`src/rtl/core/hbridge_ramped_pwm_drive_macros.svh`:
```
// Assertion macros shared by the H-bridge drive RTL.
`ifndef HBRIDGE_RAMPED_PWM_DRIVE_MACROS_SVH
`define HBRIDGE_RAMPED_PWM_DRIVE_MACROS_SVH

// Check a consequence in the same cycle as its cause.
`define HRPD_ASSERT_NOW(LABEL, CLK, RSTN, ANTE, CONS, MSG) \
  LABEL: assert property (@(posedge CLK) disable iff (!RSTN) (ANTE) |-> (CONS)) \
    else $error(MSG);

// Check a consequence in the cycle after its cause.
`define HRPD_ASSERT_NEXT(LABEL, CLK, RSTN, ANTE, CONS, MSG) \
  LABEL: assert property (@(posedge CLK) disable iff (!RSTN) (ANTE) |=> (CONS)) \
    else $error(MSG);

`endif

```
`src/rtl/core/hrpd_pkg.sv`:
```
// Shared types and constants of the H-bridge ramped PWM drive.
`default_nettype none

package hrpd_pkg;

  // Configuration port
  localparam int CFG_IDX_W  = 3;
  localparam int CFG_DATA_W = 16;

  localparam logic [CFG_IDX_W-1:0] REG_MIN_INPUT     = 3'd0;
  localparam logic [CFG_IDX_W-1:0] REG_MAX_INPUT     = 3'd1;
  localparam logic [CFG_IDX_W-1:0] REG_NEUTRAL_WIDTH = 3'd2;
  localparam logic [CFG_IDX_W-1:0] REG_INVERT        = 3'd3;
  localparam logic [CFG_IDX_W-1:0] REG_DOUBLE_PWM    = 3'd4;
  localparam logic [CFG_IDX_W-1:0] REG_MAX_PWM       = 3'd5;
  localparam logic [CFG_IDX_W-1:0] REG_RAMP_TIME     = 3'd6;
  localparam logic [CFG_IDX_W-1:0] REG_NEUTRAL_BRAKE = 3'd7;

  // Register reset values
  localparam logic [15:0] RST_MIN_INPUT     = 16'd0;
  localparam logic [15:0] RST_MAX_INPUT     = 16'd1023;
  localparam logic [14:0] RST_NEUTRAL_WIDTH = 15'd20;
  localparam logic        RST_INVERT        = 1'b0;
  localparam logic        RST_DOUBLE_PWM    = 1'b1;
  localparam logic [7:0]  RST_MAX_PWM       = 8'd255;
  localparam logic [15:0] RST_RAMP_TIME     = 16'd0;
  localparam logic        RST_NEUTRAL_BRAKE = 1'b0;

  // Ramp start: middle of the neutral band of the reset registers
  localparam logic [15:0] RAMP_RESET = 16'd511;

  // Pin levels
  localparam logic [7:0] PIN_HIGH = 8'd255;
  localparam logic [7:0] PIN_LOW  = 8'd0;

  // Duty divider: one quotient bit per step
  localparam int DIV_STEPS = 8;
  localparam int DIV_CNT_W = 3;
  localparam logic [DIV_CNT_W-1:0] DIV_CNT_LAST = DIV_CNT_W'(DIV_STEPS - 1);

  typedef struct packed {
    logic [15:0] min_input;
    logic [15:0] max_input;
    logic [14:0] neutral_width;
    logic        invert;
    logic        double_pwm;
    logic [7:0]  max_pwm;
    logic [15:0] ramp_time;
    logic        neutral_brake;
  } cfg_t;

  // Controller to datapath commands
  typedef struct packed {
    logic load;
    logic step;
    logic classify;
    logic mult;
    logic div_step;
    logic finish;
  } dp_cmd_t;

  // Datapath to controller status
  typedef struct packed {
    logic out_free;
  } dp_stat_t;

endpackage

`default_nettype wire

```
`src/rtl/core/hrpd_in_if.sv`:
```
// Command channel: valid/ready with command, brake flag and time stamp.
`default_nettype none

interface hrpd_in_if;
  logic               valid;
  logic               ready;
  logic signed [15:0] command_value;
  logic               brake_mode;
  logic        [31:0] now_ms;

  modport source (output valid, output command_value, output brake_mode, output now_ms,
                  input ready);
  modport sink (input valid, input command_value, input brake_mode, input now_ms,
                output ready);
endinterface

`default_nettype wire

```
`src/rtl/core/hrpd_out_if.sv`:
```
// Result channel: valid/ready with pin duty levels and ramp value.
`default_nettype none

interface hrpd_out_if;
  logic               valid;
  logic               ready;
  logic        [7:0]  pin1_level;
  logic        [7:0]  pin2_level;
  logic signed [15:0] ramp_value;

  modport source (output valid, output pin1_level, output pin2_level, output ramp_value,
                  input ready);
  modport sink (input valid, input pin1_level, input pin2_level, input ramp_value,
                output ready);
endinterface

`default_nettype wire

```
`src/rtl/core/hrpd_cfg_regs.sv`:
```
// Configuration register file of the H-bridge drive.
`default_nettype none

module hrpd_cfg_regs (
  input  logic                            clk,
  input  logic                            rst_n,
  input  logic                            cfg_we,
  input  logic [hrpd_pkg::CFG_IDX_W-1:0]  cfg_index,
  input  logic [hrpd_pkg::CFG_DATA_W-1:0] cfg_wdata,
  output hrpd_pkg::cfg_t                  cfg
);

  hrpd_pkg::cfg_t cfg_r;
  hrpd_pkg::cfg_t cfg_nxt;

  // Decode the write into the addressed field
  always_comb begin
    cfg_nxt = cfg_r;
    if (cfg_we) begin
      case (cfg_index)
        hrpd_pkg::REG_MIN_INPUT:     cfg_nxt.min_input     = cfg_wdata;
        hrpd_pkg::REG_MAX_INPUT:     cfg_nxt.max_input     = cfg_wdata;
        hrpd_pkg::REG_NEUTRAL_WIDTH: cfg_nxt.neutral_width = cfg_wdata[14:0];
        hrpd_pkg::REG_INVERT:        cfg_nxt.invert        = cfg_wdata[0];
        hrpd_pkg::REG_DOUBLE_PWM:    cfg_nxt.double_pwm    = cfg_wdata[0];
        hrpd_pkg::REG_MAX_PWM:       cfg_nxt.max_pwm       = cfg_wdata[7:0];
        hrpd_pkg::REG_RAMP_TIME:     cfg_nxt.ramp_time     = cfg_wdata;
        hrpd_pkg::REG_NEUTRAL_BRAKE: cfg_nxt.neutral_brake = cfg_wdata[0];
        default: cfg_nxt = cfg_r;
      endcase
    end
  end

  // Hold the registers
  always_ff @(posedge clk) begin
    if (!rst_n) begin
      cfg_r.min_input     <= hrpd_pkg::RST_MIN_INPUT;
      cfg_r.max_input     <= hrpd_pkg::RST_MAX_INPUT;
      cfg_r.neutral_width <= hrpd_pkg::RST_NEUTRAL_WIDTH;
      cfg_r.invert        <= hrpd_pkg::RST_INVERT;
      cfg_r.double_pwm    <= hrpd_pkg::RST_DOUBLE_PWM;
      cfg_r.max_pwm       <= hrpd_pkg::RST_MAX_PWM;
      cfg_r.ramp_time     <= hrpd_pkg::RST_RAMP_TIME;
      cfg_r.neutral_brake <= hrpd_pkg::RST_NEUTRAL_BRAKE;
    end else begin
      cfg_r <= cfg_nxt;
    end
  end

  assign cfg = cfg_r;

endmodule

`default_nettype wire

```
`src/rtl/core/hrpd_ctrl.sv`:
```
// Sequencing controller of the H-bridge drive.
`default_nettype none
`include "hbridge_ramped_pwm_drive_macros.svh"

module hrpd_ctrl (
  input  logic                clk,
  input  logic                rst_n,
  input  logic                in_valid,
  output logic                in_ready,
  input  hrpd_pkg::dp_stat_t  stat,
  output hrpd_pkg::dp_cmd_t   cmd
);

  typedef enum logic [2:0] {
    S_IDLE,
    S_STEP,
    S_CLASS,
    S_MULT,
    S_DIV,
    S_DONE
  } state_t;

  state_t                         state_r, state_nxt;
  logic [hrpd_pkg::DIV_CNT_W-1:0] cnt_r, cnt_nxt;

  // Next state and datapath commands
  always_comb begin
    state_nxt = state_r;
    cnt_nxt   = cnt_r;
    cmd       = '0;
    in_ready  = 1'b0;
    case (state_r)
      S_IDLE: begin
        in_ready = 1'b1;
        if (in_valid) begin
          cmd.load  = 1'b1;
          state_nxt = S_STEP;
        end
      end
      S_STEP: begin
        cmd.step  = 1'b1;
        state_nxt = S_CLASS;
      end
      S_CLASS: begin
        cmd.classify = 1'b1;
        state_nxt    = S_MULT;
      end
      S_MULT: begin
        cmd.mult  = 1'b1;
        cnt_nxt   = hrpd_pkg::DIV_CNT_LAST;
        state_nxt = S_DIV;
      end
      S_DIV: begin
        cmd.div_step = 1'b1;
        cnt_nxt      = cnt_r - 1'b1;
        if (cnt_r == '0) begin
          state_nxt = S_DONE;
        end
      end
      S_DONE: begin
        // Wait until the output register can take the result
        if (stat.out_free) begin
          cmd.finish = 1'b1;
          state_nxt  = S_IDLE;
        end
      end
      default: state_nxt = S_IDLE;
    endcase
  end

  // Hold state and step counter
  always_ff @(posedge clk) begin
    if (!rst_n) begin
      state_r <= S_IDLE;
      cnt_r   <= '0;
    end else begin
      state_r <= state_nxt;
      cnt_r   <= cnt_nxt;
    end
  end

  `HRPD_ASSERT_NOW(a_cmd_onehot, clk, rst_n, 1'b1, $onehot0(cmd), "two datapath commands at once")
  `HRPD_ASSERT_NEXT(a_busy_after_load, clk, rst_n, cmd.load, !in_ready, "ready while busy")
  `HRPD_ASSERT_NEXT(a_div_count, clk, rst_n, cmd.mult, cnt_r == hrpd_pkg::DIV_CNT_LAST, "bad div count")

endmodule

`default_nettype wire

```
`src/rtl/core/hrpd_datapath.sv`:
```
// Ramp, deadband, duty scaling and output register of the H-bridge drive.
`default_nettype none
`include "hbridge_ramped_pwm_drive_macros.svh"

module hrpd_datapath (
  input  logic               clk,
  input  logic               rst_n,
  input  hrpd_pkg::cfg_t     cfg,
  input  hrpd_pkg::dp_cmd_t  cmd,
  output hrpd_pkg::dp_stat_t stat,
  input  logic signed [15:0] cmd_value,
  input  logic               cmd_brake,
  input  logic        [31:0] cmd_now_ms,
  input  logic               out_ready,
  output logic               out_valid,
  output logic        [7:0]  out_pin1,
  output logic        [7:0]  out_pin2,
  output logic signed [15:0] out_ramp
);

  typedef enum logic [1:0] {
    DIR_NEUTRAL,
    DIR_FWD,
    DIR_REV
  } dir_t;

  // State and working registers
  logic signed [15:0] ramp_r;
  logic        [31:0] last_r;
  logic signed [17:0] cmd_eff_r;
  logic               step_ok_r;
  logic               brake_r;
  logic signed [17:0] lo_r, hi_r;
  dir_t               dir_r;
  logic        [16:0] dist_r;
  logic signed [17:0] span_r;
  logic               sat_r;
  logic        [24:0] rem_r;
  logic        [23:0] dvs_r;
  logic        [hrpd_pkg::DIV_STEPS-1:0] quot_r;
  logic               out_valid_r;
  logic        [7:0]  pin1_r, pin2_r;
  logic signed [15:0] ramp_out_r;

  logic signed [17:0] min_ext, max_ext, ramp_ext;
  logic signed [16:0] lim_sum;
  logic        [16:0] sum_rnd;
  logic signed [15:0] centre;
  logic signed [17:0] half;
  logic signed [17:0] cmd_ext, cmd_inv;
  logic        [31:0] elapsed;
  logic               ramp_inc, ramp_dec;
  logic signed [17:0] ramp_nxt_ext;
  logic signed [15:0] ramp_nxt;
  logic               is_fwd, is_rev;
  logic signed [17:0] dist_fwd, dist_rev, span_fwd, span_rev;
  logic        [24:0] prod;
  logic               rem_ge;
  logic        [7:0]  duty;
  logic        [7:0]  pin1_nxt, pin2_nxt;

  assign min_ext  = {{2{cfg.min_input[15]}}, $signed(cfg.min_input)};
  assign max_ext  = {{2{cfg.max_input[15]}}, $signed(cfg.max_input)};
  assign ramp_ext = {{2{ramp_r[15]}}, ramp_r};

  // Mirror the command and test the step interval
  assign lim_sum = $signed({cfg.min_input[15], cfg.min_input})
                 + $signed({cfg.max_input[15], cfg.max_input});
  assign cmd_ext = {{2{cmd_value[15]}}, cmd_value};
  assign cmd_inv = {lim_sum[16], lim_sum} - cmd_ext;
  assign elapsed = cmd_now_ms - last_r;

  // Neutral band: centre rounds toward zero
  assign sum_rnd = lim_sum + {16'd0, lim_sum[16]};
  assign centre  = $signed(sum_rnd[16:1]);
  assign half    = $signed({4'd0, cfg.neutral_width[14:1]});

  // Move the ramp one count toward the command
  assign ramp_inc = step_ok_r && (cmd_eff_r > ramp_ext)
                    && (ramp_r < $signed(cfg.max_input));
  assign ramp_dec = step_ok_r && (cmd_eff_r < ramp_ext)
                    && (ramp_r > $signed(cfg.min_input));
  always_comb begin
    ramp_nxt_ext = ramp_ext;
    if (ramp_inc) begin
      ramp_nxt_ext = ramp_ext + 18'sd1;
    end else if (ramp_dec) begin
      ramp_nxt_ext = ramp_ext - 18'sd1;
    end
  end
  assign ramp_nxt = ramp_nxt_ext[15:0];

  // Distance into the band edge and span to the range end
  assign is_fwd   = (ramp_ext >= hi_r);
  assign is_rev   = (ramp_ext <= lo_r);
  assign dist_fwd = ramp_ext - hi_r;
  assign span_fwd = max_ext - hi_r;
  assign dist_rev = lo_r - ramp_ext;
  assign span_rev = lo_r - min_ext;

  assign prod = 25'(dist_r) * 25'(cfg.max_pwm);

  // Restoring divider compare
  assign rem_ge = (rem_r >= {1'b0, dvs_r});

  // Pin levels from direction and mode
  assign duty = sat_r ? cfg.max_pwm : quot_r;
  always_comb begin
    pin1_nxt = hrpd_pkg::PIN_LOW;
    pin2_nxt = hrpd_pkg::PIN_LOW;
    case (dir_r)
      DIR_FWD: begin
        if (cfg.double_pwm && !brake_r) begin
          pin1_nxt = hrpd_pkg::PIN_LOW;
          pin2_nxt = duty;
        end else begin
          pin1_nxt = hrpd_pkg::PIN_HIGH - duty;
          pin2_nxt = hrpd_pkg::PIN_HIGH;
        end
      end
      DIR_REV: begin
        if (cfg.double_pwm && brake_r) begin
          pin1_nxt = hrpd_pkg::PIN_HIGH;
          pin2_nxt = hrpd_pkg::PIN_HIGH - duty;
        end else begin
          pin1_nxt = duty;
          pin2_nxt = hrpd_pkg::PIN_LOW;
        end
      end
      default: begin
        if (!cfg.double_pwm || (brake_r && cfg.neutral_brake)) begin
          pin1_nxt = hrpd_pkg::PIN_HIGH;
          pin2_nxt = hrpd_pkg::PIN_HIGH;
        end
      end
    endcase
  end

  // Ramp state, time stamp and output valid
  always_ff @(posedge clk) begin
    if (!rst_n) begin
      ramp_r      <= $signed(hrpd_pkg::RAMP_RESET);
      last_r      <= '0;
      out_valid_r <= 1'b0;
    end else begin
      if (cmd.load && (elapsed >= {16'd0, cfg.ramp_time})) begin
        last_r <= cmd_now_ms;
      end
      if (cmd.step) begin
        ramp_r <= ramp_nxt;
      end
      if (cmd.finish) begin
        out_valid_r <= 1'b1;
      end else if (out_ready) begin
        out_valid_r <= 1'b0;
      end
    end
  end

  // Working registers of one transaction
  always_ff @(posedge clk) begin
    if (cmd.load) begin
      cmd_eff_r <= cfg.invert ? cmd_inv : cmd_ext;
      step_ok_r <= (elapsed >= {16'd0, cfg.ramp_time});
      brake_r   <= cmd_brake;
    end
    if (cmd.step) begin
      lo_r <= {{2{centre[15]}}, centre} - half;
      hi_r <= {{2{centre[15]}}, centre} + half;
    end
    if (cmd.classify) begin
      if (is_fwd) begin
        dir_r  <= DIR_FWD;
        dist_r <= dist_fwd[16:0];
        span_r <= span_fwd;
      end else if (is_rev) begin
        dir_r  <= DIR_REV;
        dist_r <= dist_rev[16:0];
        span_r <= span_rev;
      end else begin
        dir_r  <= DIR_NEUTRAL;
        dist_r <= '0;
        span_r <= '0;
      end
    end
    if (cmd.mult) begin
      sat_r  <= (span_r <= 18'sd0) || ($signed({1'b0, dist_r}) >= span_r);
      rem_r  <= prod;
      dvs_r  <= {span_r[16:0], 7'd0};
      quot_r <= '0;
    end
    if (cmd.div_step) begin
      if (rem_ge) begin
        rem_r <= rem_r - {1'b0, dvs_r};
      end
      quot_r <= {quot_r[hrpd_pkg::DIV_STEPS-2:0], rem_ge};
      dvs_r  <= dvs_r >> 1;
    end
    if (cmd.finish) begin
      pin1_r     <= pin1_nxt;
      pin2_r     <= pin2_nxt;
      ramp_out_r <= ramp_r;
    end
  end

  assign stat.out_free = !out_valid_r || out_ready;
  assign out_valid     = out_valid_r;
  assign out_pin1      = pin1_r;
  assign out_pin2      = pin2_r;
  assign out_ramp      = ramp_out_r;

  `HRPD_ASSERT_NOW(a_no_overwrite, clk, rst_n, cmd.finish, !out_valid_r || out_ready, "result lost")
  `HRPD_ASSERT_NEXT(a_ramp_hold, clk, rst_n, !cmd.step, $stable(ramp_r), "ramp moved off step")
  `HRPD_ASSERT_NOW(a_quot_bound, clk, rst_n, cmd.finish && !sat_r, quot_r <= cfg.max_pwm, "duty range")

endmodule

`default_nettype wire

```
`src/rtl/core/hbridge_ramped_pwm_drive.sv`:
```
// Top level of the ramped H-bridge PWM drive.
`default_nettype none

// Each command transaction passes through acceptance, which loads it, ramp step, band
// classification, duty multiply, the restoring divider that forms one duty bit per cycle,
// and the write of the result into the output register. A finished result waits in the
// output register while the next command transaction is accepted and worked on; the block
// stalls only if that result is still untaken when the next one is ready. Configuration
// writes take effect at once and are meant for idle periods; there is no clearing pass
// after reset.
module hbridge_ramped_pwm_drive (
  input  logic                            clk,
  input  logic                            rst_n,
  input  logic                            cfg_we,
  input  logic [hrpd_pkg::CFG_IDX_W-1:0]  cfg_index,
  input  logic [hrpd_pkg::CFG_DATA_W-1:0] cfg_wdata,
  hrpd_in_if.sink                         in_chan,
  hrpd_out_if.source                      out_chan
);

  hrpd_pkg::cfg_t     cfg;
  hrpd_pkg::dp_cmd_t  dp_cmd;
  hrpd_pkg::dp_stat_t dp_stat;
  logic               in_ready;

  // Configuration registers
  hrpd_cfg_regs u_cfg_regs (
    .clk       (clk),
    .rst_n     (rst_n),
    .cfg_we    (cfg_we),
    .cfg_index (cfg_index),
    .cfg_wdata (cfg_wdata),
    .cfg       (cfg)
  );

  // Sequencer
  hrpd_ctrl u_ctrl (
    .clk      (clk),
    .rst_n    (rst_n),
    .in_valid (in_chan.valid),
    .in_ready (in_ready),
    .stat     (dp_stat),
    .cmd      (dp_cmd)
  );

  // Ramp and duty datapath
  hrpd_datapath u_datapath (
    .clk        (clk),
    .rst_n      (rst_n),
    .cfg        (cfg),
    .cmd        (dp_cmd),
    .stat       (dp_stat),
    .cmd_value  (in_chan.command_value),
    .cmd_brake  (in_chan.brake_mode),
    .cmd_now_ms (in_chan.now_ms),
    .out_ready  (out_chan.ready),
    .out_valid  (out_chan.valid),
    .out_pin1   (out_chan.pin1_level),
    .out_pin2   (out_chan.pin2_level),
    .out_ramp   (out_chan.ramp_value)
  );

  assign in_chan.ready = in_ready;

endmodule

`default_nettype wire
```
`src/flat_wrapper.sv`:
```
// flat-port wrapper written by rule: the top's interface ports become plain ports
module hbridge_ramped_pwm_drive_flat 
  (clk, rst_n, cfg_we, cfg_index, cfg_wdata, in_chan_valid, in_chan_command_value, in_chan_brake_mode, in_chan_now_ms, in_chan_ready, out_chan_valid, out_chan_pin1_level, out_chan_pin2_level, out_chan_ramp_value, out_chan_ready);
  hrpd_in_if in_chan_i ();
  hrpd_out_if out_chan_i ();
  input  logic clk;
  input  logic rst_n;
  input  logic cfg_we;
  input  logic [hrpd_pkg::CFG_IDX_W-1:0] cfg_index;
  input  logic [hrpd_pkg::CFG_DATA_W-1:0] cfg_wdata;
  input wire logic [$bits(in_chan_i.valid)-1:0] in_chan_valid;
  input wire logic [$bits(in_chan_i.command_value)-1:0] in_chan_command_value;
  input wire logic [$bits(in_chan_i.brake_mode)-1:0] in_chan_brake_mode;
  input wire logic [$bits(in_chan_i.now_ms)-1:0] in_chan_now_ms;
  output wire logic [$bits(in_chan_i.ready)-1:0] in_chan_ready;
  output wire logic [$bits(out_chan_i.valid)-1:0] out_chan_valid;
  output wire logic [$bits(out_chan_i.pin1_level)-1:0] out_chan_pin1_level;
  output wire logic [$bits(out_chan_i.pin2_level)-1:0] out_chan_pin2_level;
  output wire logic [$bits(out_chan_i.ramp_value)-1:0] out_chan_ramp_value;
  input wire logic [$bits(out_chan_i.ready)-1:0] out_chan_ready;
  assign in_chan_i.valid = in_chan_valid;
  assign in_chan_i.command_value = in_chan_command_value;
  assign in_chan_i.brake_mode = in_chan_brake_mode;
  assign in_chan_i.now_ms = in_chan_now_ms;
  assign in_chan_ready = in_chan_i.ready;
  assign out_chan_valid = out_chan_i.valid;
  assign out_chan_pin1_level = out_chan_i.pin1_level;
  assign out_chan_pin2_level = out_chan_i.pin2_level;
  assign out_chan_ramp_value = out_chan_i.ramp_value;
  assign out_chan_i.ready = out_chan_ready;
  hbridge_ramped_pwm_drive u_core (.clk(clk), .rst_n(rst_n), .cfg_we(cfg_we), .cfg_index(cfg_index), .cfg_wdata(cfg_wdata), .in_chan(in_chan_i), .out_chan(out_chan_i));
endmodule
```
`config.mk`:
```
export PLATFORM = sky130hd
export DESIGN_NAME = hbridge_ramped_pwm_drive_flat
export DESIGN_NICKNAME = d
export VERILOG_FILES = /design/src/rtl/core/hrpd_pkg.sv /design/src/rtl/core/hrpd_in_if.sv /design/src/rtl/core/hrpd_out_if.sv /design/src/rtl/core/hrpd_cfg_regs.sv /design/src/rtl/core/hrpd_ctrl.sv /design/src/rtl/core/hrpd_datapath.sv /design/src/rtl/core/hbridge_ramped_pwm_drive.sv /design/src/flat_wrapper.sv
export VERILOG_INCLUDE_DIRS = /design/src /design/src/rtl/core
export SDC_FILE = /design/constraint.sdc
export NUM_CORES = 1
export LEC_CHECK = 0
export BUFFER_PORTS_ARGS = -buffer_cell sky130_fd_sc_hd__clkbuf_2
export CAP_MARGIN = 30
export CORE_AREA = 2 2 218 220
export DETAILED_ROUTE_END_ITERATION = 8
export DIE_AREA = 0 0 220 222
export PLACE_DENSITY = 0.89
export REMOVE_ABC_BUFFERS = 1
export SLEW_MARGIN = 20
export SYNTH_ARGS = -nofsm -noshare
export SYNTH_HDL_FRONTEND = slang
export SYNTH_SLANG_ARGS = --single-unit
```
`constraint.sdc`:
```
create_clock -name clk -period 7.2 [get_ports clk]
set_clock_uncertainty 0.1 [all_clocks]
set_input_delay 0.36 -clock clk [delete_from_list [all_inputs] [get_ports clk]]
set_output_delay 0.36 -clock clk [all_outputs]
set_load 0.02 [all_outputs]
```
==> impl_results.md, run 1 <==
* Placed cells at 3848
* Endpoints failing hold at 0
* Row cnt at between 70 and 80
* Dominant synthesized flop cell: edfxtp_1
* Die area at 48800 sq um
* CP Max Fanout at 19
* FF-to-FF Start: u_core.u_cfg_regs.cfg[24]
* Port Buffer Count at 106
* Worst slew pin tran at 0.956 ns
* RR Endpoint: u_core.u_datapath.rem_r[24]
* CTS buffer count at 38
* Remaining antenna violation count at 0
* Starting density of the core at 0.598
* DR vias/cell at 6.00
* CP Data Required Time at 7.55 ns
* Clock network power share at 0.129
* Most frequent cells in the layout: 413 x nand2_1, 357 x inv_1, 330 x ha_1
* Post-synth EDFFs at 154
* CTS Buffer Depth at 3
* WL/cell at 18.6 microns
* Register area share after synthesis at 0.279
* Global-route wire length before repair at 118000 microns
* Setup TNS at 0 ns
* Switching share of total power at 0.475
* Sequential share of power at 0.159
* Outcome: finished clean
* Critical path endpoint category: register
* Pre-CTS WS at 1.16 ns
* Routed WL at 73700 microns
* Mapped Cells at approximately 3200
* Final Non-Filler Cells at between 3000 and 4000
* Post-DP Area at 28700 sq um
* Post-Syn Area at 27700 sq um
* # hold bufs at CTS at 37
* Die X at roughly 220 microns
* P_sw at 7.43 mW
* Gpl congestion at 0.954
* IO Count at 107
* Area of the multi-input gates at 18200 sq um
* Most common cell after layout, fill and taps aside: nand2_1
* Clk root buf: clkbuf_16
* CTS Sinks at roughly 310
* Register area at 7710 sq um
* R2R Setup Slk at 1.07 ns
* Area Overhead vs Synth at 10.1%
* HPWL Detailed at ~56000 microns
* Latest clock arrival within the worst-skew pair at ~0.59 ns
* Post-route DRC violation count at 0
* GRT overflow at 0
* Worst reg-to-reg path cell count at 20
* Slew headroom at 0.357
* Final WS setup at 1.07 ns
* Routed vias at 23800
* Max Clk Rate at 163 MHz
* DIE HEIGHT at 222 microns
* Fin crit share at 0.851
* Post_cts resized at 0
* Initial detailed-routing violation count at 2152
* CTS tree: done
* Share of cells above drive strength 1 at 0.0654
* Minimum clock period at 6.13 ns
* Pint at between 8 and 9 mW
* Post-CTS setup buffers at 0
* Fin. max-slew vios at 0
* Post-Syn Area per Cell at 8.61 sq um
* CORE AREA at approximately 46000 sq um
* # Max-Cap Violations at 0
* RSZ-0062 raised after global routing: false
* Comb pwr share at 0.712
* Nets at 3825
* Vias in the first global route at roughly 23000
* Worst setup endpoint: u_core.u_datapath.rem_r[24]
* Final setup violation count at 0
* Pleak at 13.3 nW
* CP arrival at between 6 and 7 ns
* Crit start category: register
* Maximum number of pins on one net before global-route repair at 84
* Synth Warn # at 0
* Final Cell Area at 30500 sq um
* P per Cell Area at 514 nW/um^2
* Drt first pass iters at 8
* Initial antenna violation count at 2
* Distinct cells, synth at 85
* Worst Setup SP: u_core.u_cfg_regs.cfg[24]
* Flops & latches, synth at between 300 and 400
* Hold Path Class: in -> reg
* Worst VDD drop at 0.786 mV
* Filler cells at 3643
* Setup Crit Path Kind: reg -> reg
* GRT Overall Usage at 0.302
* H-tree lvl count at 2
* Async S/R FF share, synth at 0
* Clk slew on worst S/H paths at 0.06 ns
==> sequential cells by signal, indices dropped and copies added, names as in the netlist, 17 cells and up <==
register	count
u_core.u_datapath.last_r	32
u_core.u_cfg_regs.cfg	73
u_core.u_datapath.cmd_eff_r	18
u_core.u_datapath.span_r	18
u_core.u_datapath.rem_r	25
u_core.u_datapath.dvs_r	24
u_core.u_datapath.lo_r	17
u_core.u_datapath.dist_r	17
==> cell type report <==
| type | instances | area share |
|---|---|---|
| repair buffers | 161 | 0.0355 |
| inverters | 359 | 0.0442 |
| clock inverters | 18 | 0.00723 |
| diodes | 2 | 0.000164 |
| clock buffers | 52 | 0.0359 |
| well taps | 607 | 0.0249 |
| multi-input cells | 2453 | 0.599 |
| flip-flops and latches | 308 | 0.253 |
==> worst max-delay path, stage by stage, from the launching register on <==
cell	delay (ns)
dfxtp_1	0.67
nand2_1	0.16
fa_1	0.54
fa_1	0.56
inv_1	0.06
fa_1	0.53
inv_1	0.06
fa_1	0.53
inv_1	0.04
ha_1	0.22
a211oi_1	0.39
nand2b_1	0.12
or3_1	0.40
a31o_1	0.26
a21oi_1	0.25
o211ai_1	0.16
a21o_1	0.20
a21oi_1	0.21
o21ai_0	0.14
xnor2_1	0.14
a211o_1	0.28
==> cells in the mapped netlist, types with 4 or more instances <==
cell type  number  area share
nand2_1       413       0.056
inv_1         357       0.048
ha_1          330        0.15
a21oi_1       192       0.035
dfxtp_1       154        0.11
edfxtp_1      154        0.17
nor2_1        152       0.021
and2_1        134       0.030
xnor2_1       125       0.040
o21ai_0       124       0.022
fa_1          101       0.073
clkbuf_1       84       0.011
a21o_1         66       0.018
xor2_1         66       0.021
nand3_1        65       0.012
mux2i_1        62       0.022
a21boi_0       58       0.016
nor2b_1        58       0.013
nor3_1         49      0.0089
a211oi_1       40       0.011
nand2b_1       37      0.0084
o211ai_1       34      0.0092
nand4_1        32      0.0072
o22ai_1        32      0.0072
or3_1          25      0.0057
o21bai_1       24      0.0065
o21ai_1        23      0.0042
o21a_1         22      0.0060
and3_1         21      0.0047
a31oi_1        19      0.0043
a211o_1        14      0.0044
nor4_1         14      0.0032
a22oi_1        13      0.0035
a21boi_1        7      0.0019
o31ai_1         7      0.0019
o41ai_1         7      0.0022
a2111oi_0       6      0.0019
nor3b_1         6      0.0016
a31o_2          5      0.0016
a41oi_1         5      0.0016
and4_1          4      0.0013
buf_2           4     0.00072
o2111ai_1       4      0.0013
o31a_1          4      0.0013
o32ai_1         4      0.0013
==> power by group through the flow <==
| stage | logic, mW | clock network [mW] | registers (mW) |
|---|---|---|---|
| 2_1_floorplan | 8.70 | 0 | 2.38 |
| 3_3_place_gp | 10.6 | 0 | 2.49 |
| 3_5_place_dp | 10.9 | 0 | 2.50 |
| 4_1_cts | 11.0 | 2.03 | 2.47 |
| 5_1_grt | 12.6 | 2.10 | 2.50 |
| 6_report | 11.1 | 2.02 | 2.48 |
==> cell families after synthesis <==
logic type / count (synthesis) / synth area share
AOI/OAI and AO/OA: 742 / 0.174
adders and majority gates: 431 / 0.222
DFF: 308 / 0.279
buffers and inverters: 454 / 0.0639
and+or+nand+nor: 1025 / 0.177
xor gates and xnor gates: 191 / 0.0605
muxes: 64 / 0.0232
==> routing by layer <==
metal / track usage / vias up / share of wire
li1: - / 11400 / -
met1: 0.381 / 11200 / 0.41
met2: 0.501 / 986 / 0.46
met3: 0.0449 / 246 / 0.072
met4: 0.151 / 0 / 0.052
met5: 0 / - / 0
==> per-stage QoR <==
stage               hold WS [ns]  total power, mW  utilization
detailed placement         0.348             13.4        0.620
global route              0.0271             17.2        0.658
floorplan                  0.322             11.1            -
finish                    0.0288             15.6        0.658
global placement           0.342             13.1        0.620
CTS                      0.00735             15.5        0.657
==> worst min path at each step <==
stage,start,end,slack (ns),cells after the start
after floorplan,rst_n,u_core.u_cfg_regs.cfg[25],0.32,1
after global placement,u_core.u_datapath.last_r[3],u_core.u_datapath.last_r[3],0.34,2
after detailed placement,u_core.u_datapath.last_r[4],u_core.u_datapath.last_r[4],0.35,2
after CTS,cfg_wdata[9],u_core.u_cfg_regs.cfg[10],0.007,3
after global routing,cfg_wdata[11],u_core.u_cfg_regs.cfg[53],0.03,3
final,in_chan_command_value[14],u_core.u_datapath.cmd_eff_r[14],0.03,3
(Power assumes the default switching activity.)
==> inputs of run 2 (changes only) <==
--- a/config.mk
+++ b/config.mk
@@ -6,7 +6,7 @@
 export SDC_FILE = /design/constraint.sdc
 export NUM_CORES = 1
 export LEC_CHECK = 0
-export BUFFER_PORTS_ARGS = -buffer_cell sky130_fd_sc_hd__clkbuf_2
+export BUFFER_PORTS_ARGS = -buffer_cell sky130_fd_sc_hd__buf_2
 export CAP_MARGIN = 30
 export CORE_AREA = 2 2 218 220
 export DETAILED_ROUTE_END_ITERATION = 8
==> constraint.sdc (replaced) <==
create_clock -name clk -period 7.2 [get_ports clk]
set_clock_uncertainty 0.1 [all_clocks]
set_input_delay 1.08 -clock clk [delete_from_list [all_inputs] [get_ports clk]]
set_output_delay 1.08 -clock clk [all_outputs]
set_load 0.02 [all_outputs]
==> run 2 against run 1 <==
- worst hold slack gained 0.33 ns
- setup slack lost 0.0064 ns
- routed wire length shrank 1.9%
- design area down 1.3%
- clock power hardly changed
- sequential cell count unchanged
- first-iteration DRC count is 6.6% lower
- final cell count fell by 0.96%
- critical path type unchanged
- highest routed layer unchanged
==> impl_results.md, run 2 (same netlist as run 1, synthesis figures left out) <==
* Outcome: finished clean
* Max Clk Rate at 163 MHz
* Sequential share of power at 0.158
* Final Non-Filler Cells at 3922
* P per Cell Area at between 500 and 600 nW/um^2
* Area Overhead vs Synth at 8.68%
* H-tree lvl count at 2
* Port Buffer Count at 106
* HPWL Detailed at 55700 microns
* Nets at 3790
* # Max-Cap Violations at 0
* Hold Path Class: reg -> reg
* CP Data Required Time at 7.56 ns
* Drt first pass iters at 6
* GRT overflow at 0
* Endpoints failing hold at 0
* Gpl congestion at 0.954
* IO Count at 107
* Fin crit share at 0.852
* Die X at 220 microns
* Fin. max-slew vios at 0
* Crit start category: register
* Latest clock arrival within the worst-skew pair at 0.57 ns
* GR Util met2 at 0.478
* DR vias/cell at 6.01
* CTS tree: done
* Critical path endpoint category: register
* Slew headroom at 0.344
* CTS Buffer Depth at 3
* Pleak at roughly 13 nW
* Switching share of total power at 0.473
* Minimum clock period at 6.13 ns
* CP arrival at 6.49 ns
* Most frequent cells in the layout: 413 x nand2_1, 357 x inv_1, 330 x ha_1
* DIE HEIGHT at between 200 and 250 microns
* Most common cell after layout, fill and taps aside: nand2_1
* Starting density of the core at 0.598
* Final setup violation count at 0
* Post_cts resized at 0
* Clk slew on worst S/H paths at 0.06 ns
* Pint at about 8 mW
* Post-CTS setup buffers at 0
* Placed cells at 3850
* Die area at 48800 sq um
* Comb pwr share at 0.713
* Maximum number of pins on one net before global-route repair at between 90 and 100
* Remaining antenna violation count at 0
* Ant diodes at 0
* P_sw at approximately 7.4 mW
* Global-route wire length before repair at between 100000 and 150000 microns
* Fin Hold WS at 0.355 ns
* Vias in the first global route at 22900
* Post-route DRC violation count at 0
* RSZ-0062 raised after global routing: false
* CTS Sinks at roughly 310
* Row cnt at between 70 and 80
* Routed vias at 23600
* Initial detailed-routing violation count at 2009
* Clock network power share at 0.128
* GRT Max-Usage Layer: met2
* Setup TNS at 0 ns
* CP Max Fanout at 19
* Pre-CTS WS at 1.01 ns
* Max FFs per register at 73
* CTS buffer count at 37
* Clk root buf: clkbuf_16
* Initial antenna violation count at 0
* WL/cell at 18.4 microns
* # hold bufs at CTS at 0
* Routing usage on met1 at 0.387
* Met3 track demand over resource at 0.0416
* Setup Crit Path Kind: reg -> reg
* Overall power at 15.6 mW
* Routed WL at 72300 microns
* Worst slew pin tran at 0.985 ns
* Worst VDD drop at 0.765 mV
* Share of cells above drive strength 1 at 0.0658
* GRT Overall Usage at 0.294
* CORE AREA at 46300 sq um
* Final WS setup at 1.07 ns
run 2: layer usage:
metal	share of wire	up-vias
met4	0.047	0
li1	-	11300
met5	0	-
met1	0.43	11200
met3	0.066	205
met2	0.46	866
run 2: area by class of cell:
cell class	count	area, sq um
multi-input cells	2453	18200
inverters	359	1350
well taps	607	759
clock inverters	20	249
fillers	3652	16200
clock buffers	48	1040
repair buffers	127	723
flip-flops and latches	308	7710
run 2: worst max-delay path: stages, from the launching register on:
cell and delay, ns:
dfxtp_1 0.70, and2_1 0.25, fa_1 0.45, fa_1 0.52, fa_1 0.55, inv_1 0.06, fa_1 0.52, inv_1 0.04
ha_1 0.34, a211oi_1 0.37, nand2b_1 0.11, or3_1 0.40, a31o_1 0.25, a21oi_1 0.21, o211ai_1 0.15, a21o_1 0.20
a21oi_1 0.22, o21ai_0 0.16, xnor2_1 0.15, a211o_1 0.28
run 2: stage by stage:
step,util,area [sq um]
5_1_grt,0.650,30100
3_5_place_dp,0.621,28700
2_1_floorplan,-,27200
4_1_cts,0.649,30000
6_report,0.650,30100
3_3_place_gp,0.621,28700
run 2: path summary, 6_finish.rpt:
path	startpoint	end	slack, ns	cells after the start
min reg2reg	u_core.u_datapath.last_r[18]	u_core.u_datapath.last_r[18]	0.35	2
max reg2reg	u_core.u_cfg_regs.cfg[23]	u_core.u_datapath.rem_r[24]	1.07	19
min	u_core.u_datapath.last_r[18]	u_core.u_datapath.last_r[18]	0.35	2
max	u_core.u_cfg_regs.cfg[23]	u_core.u_datapath.rem_r[24]	1.07	19
run 2: power groups by stage:
stage	clock network [mW]	registers [mW]	logic [mW]
6_report	2.01	2.47	11.1
5_1_grt	2.08	2.49	12.6
4_1_cts	2.03	2.46	11.0
3_5_place_dp	0	2.49	10.9
3_3_place_gp	0	2.48	10.6
2_1_floorplan	0	2.38	8.70
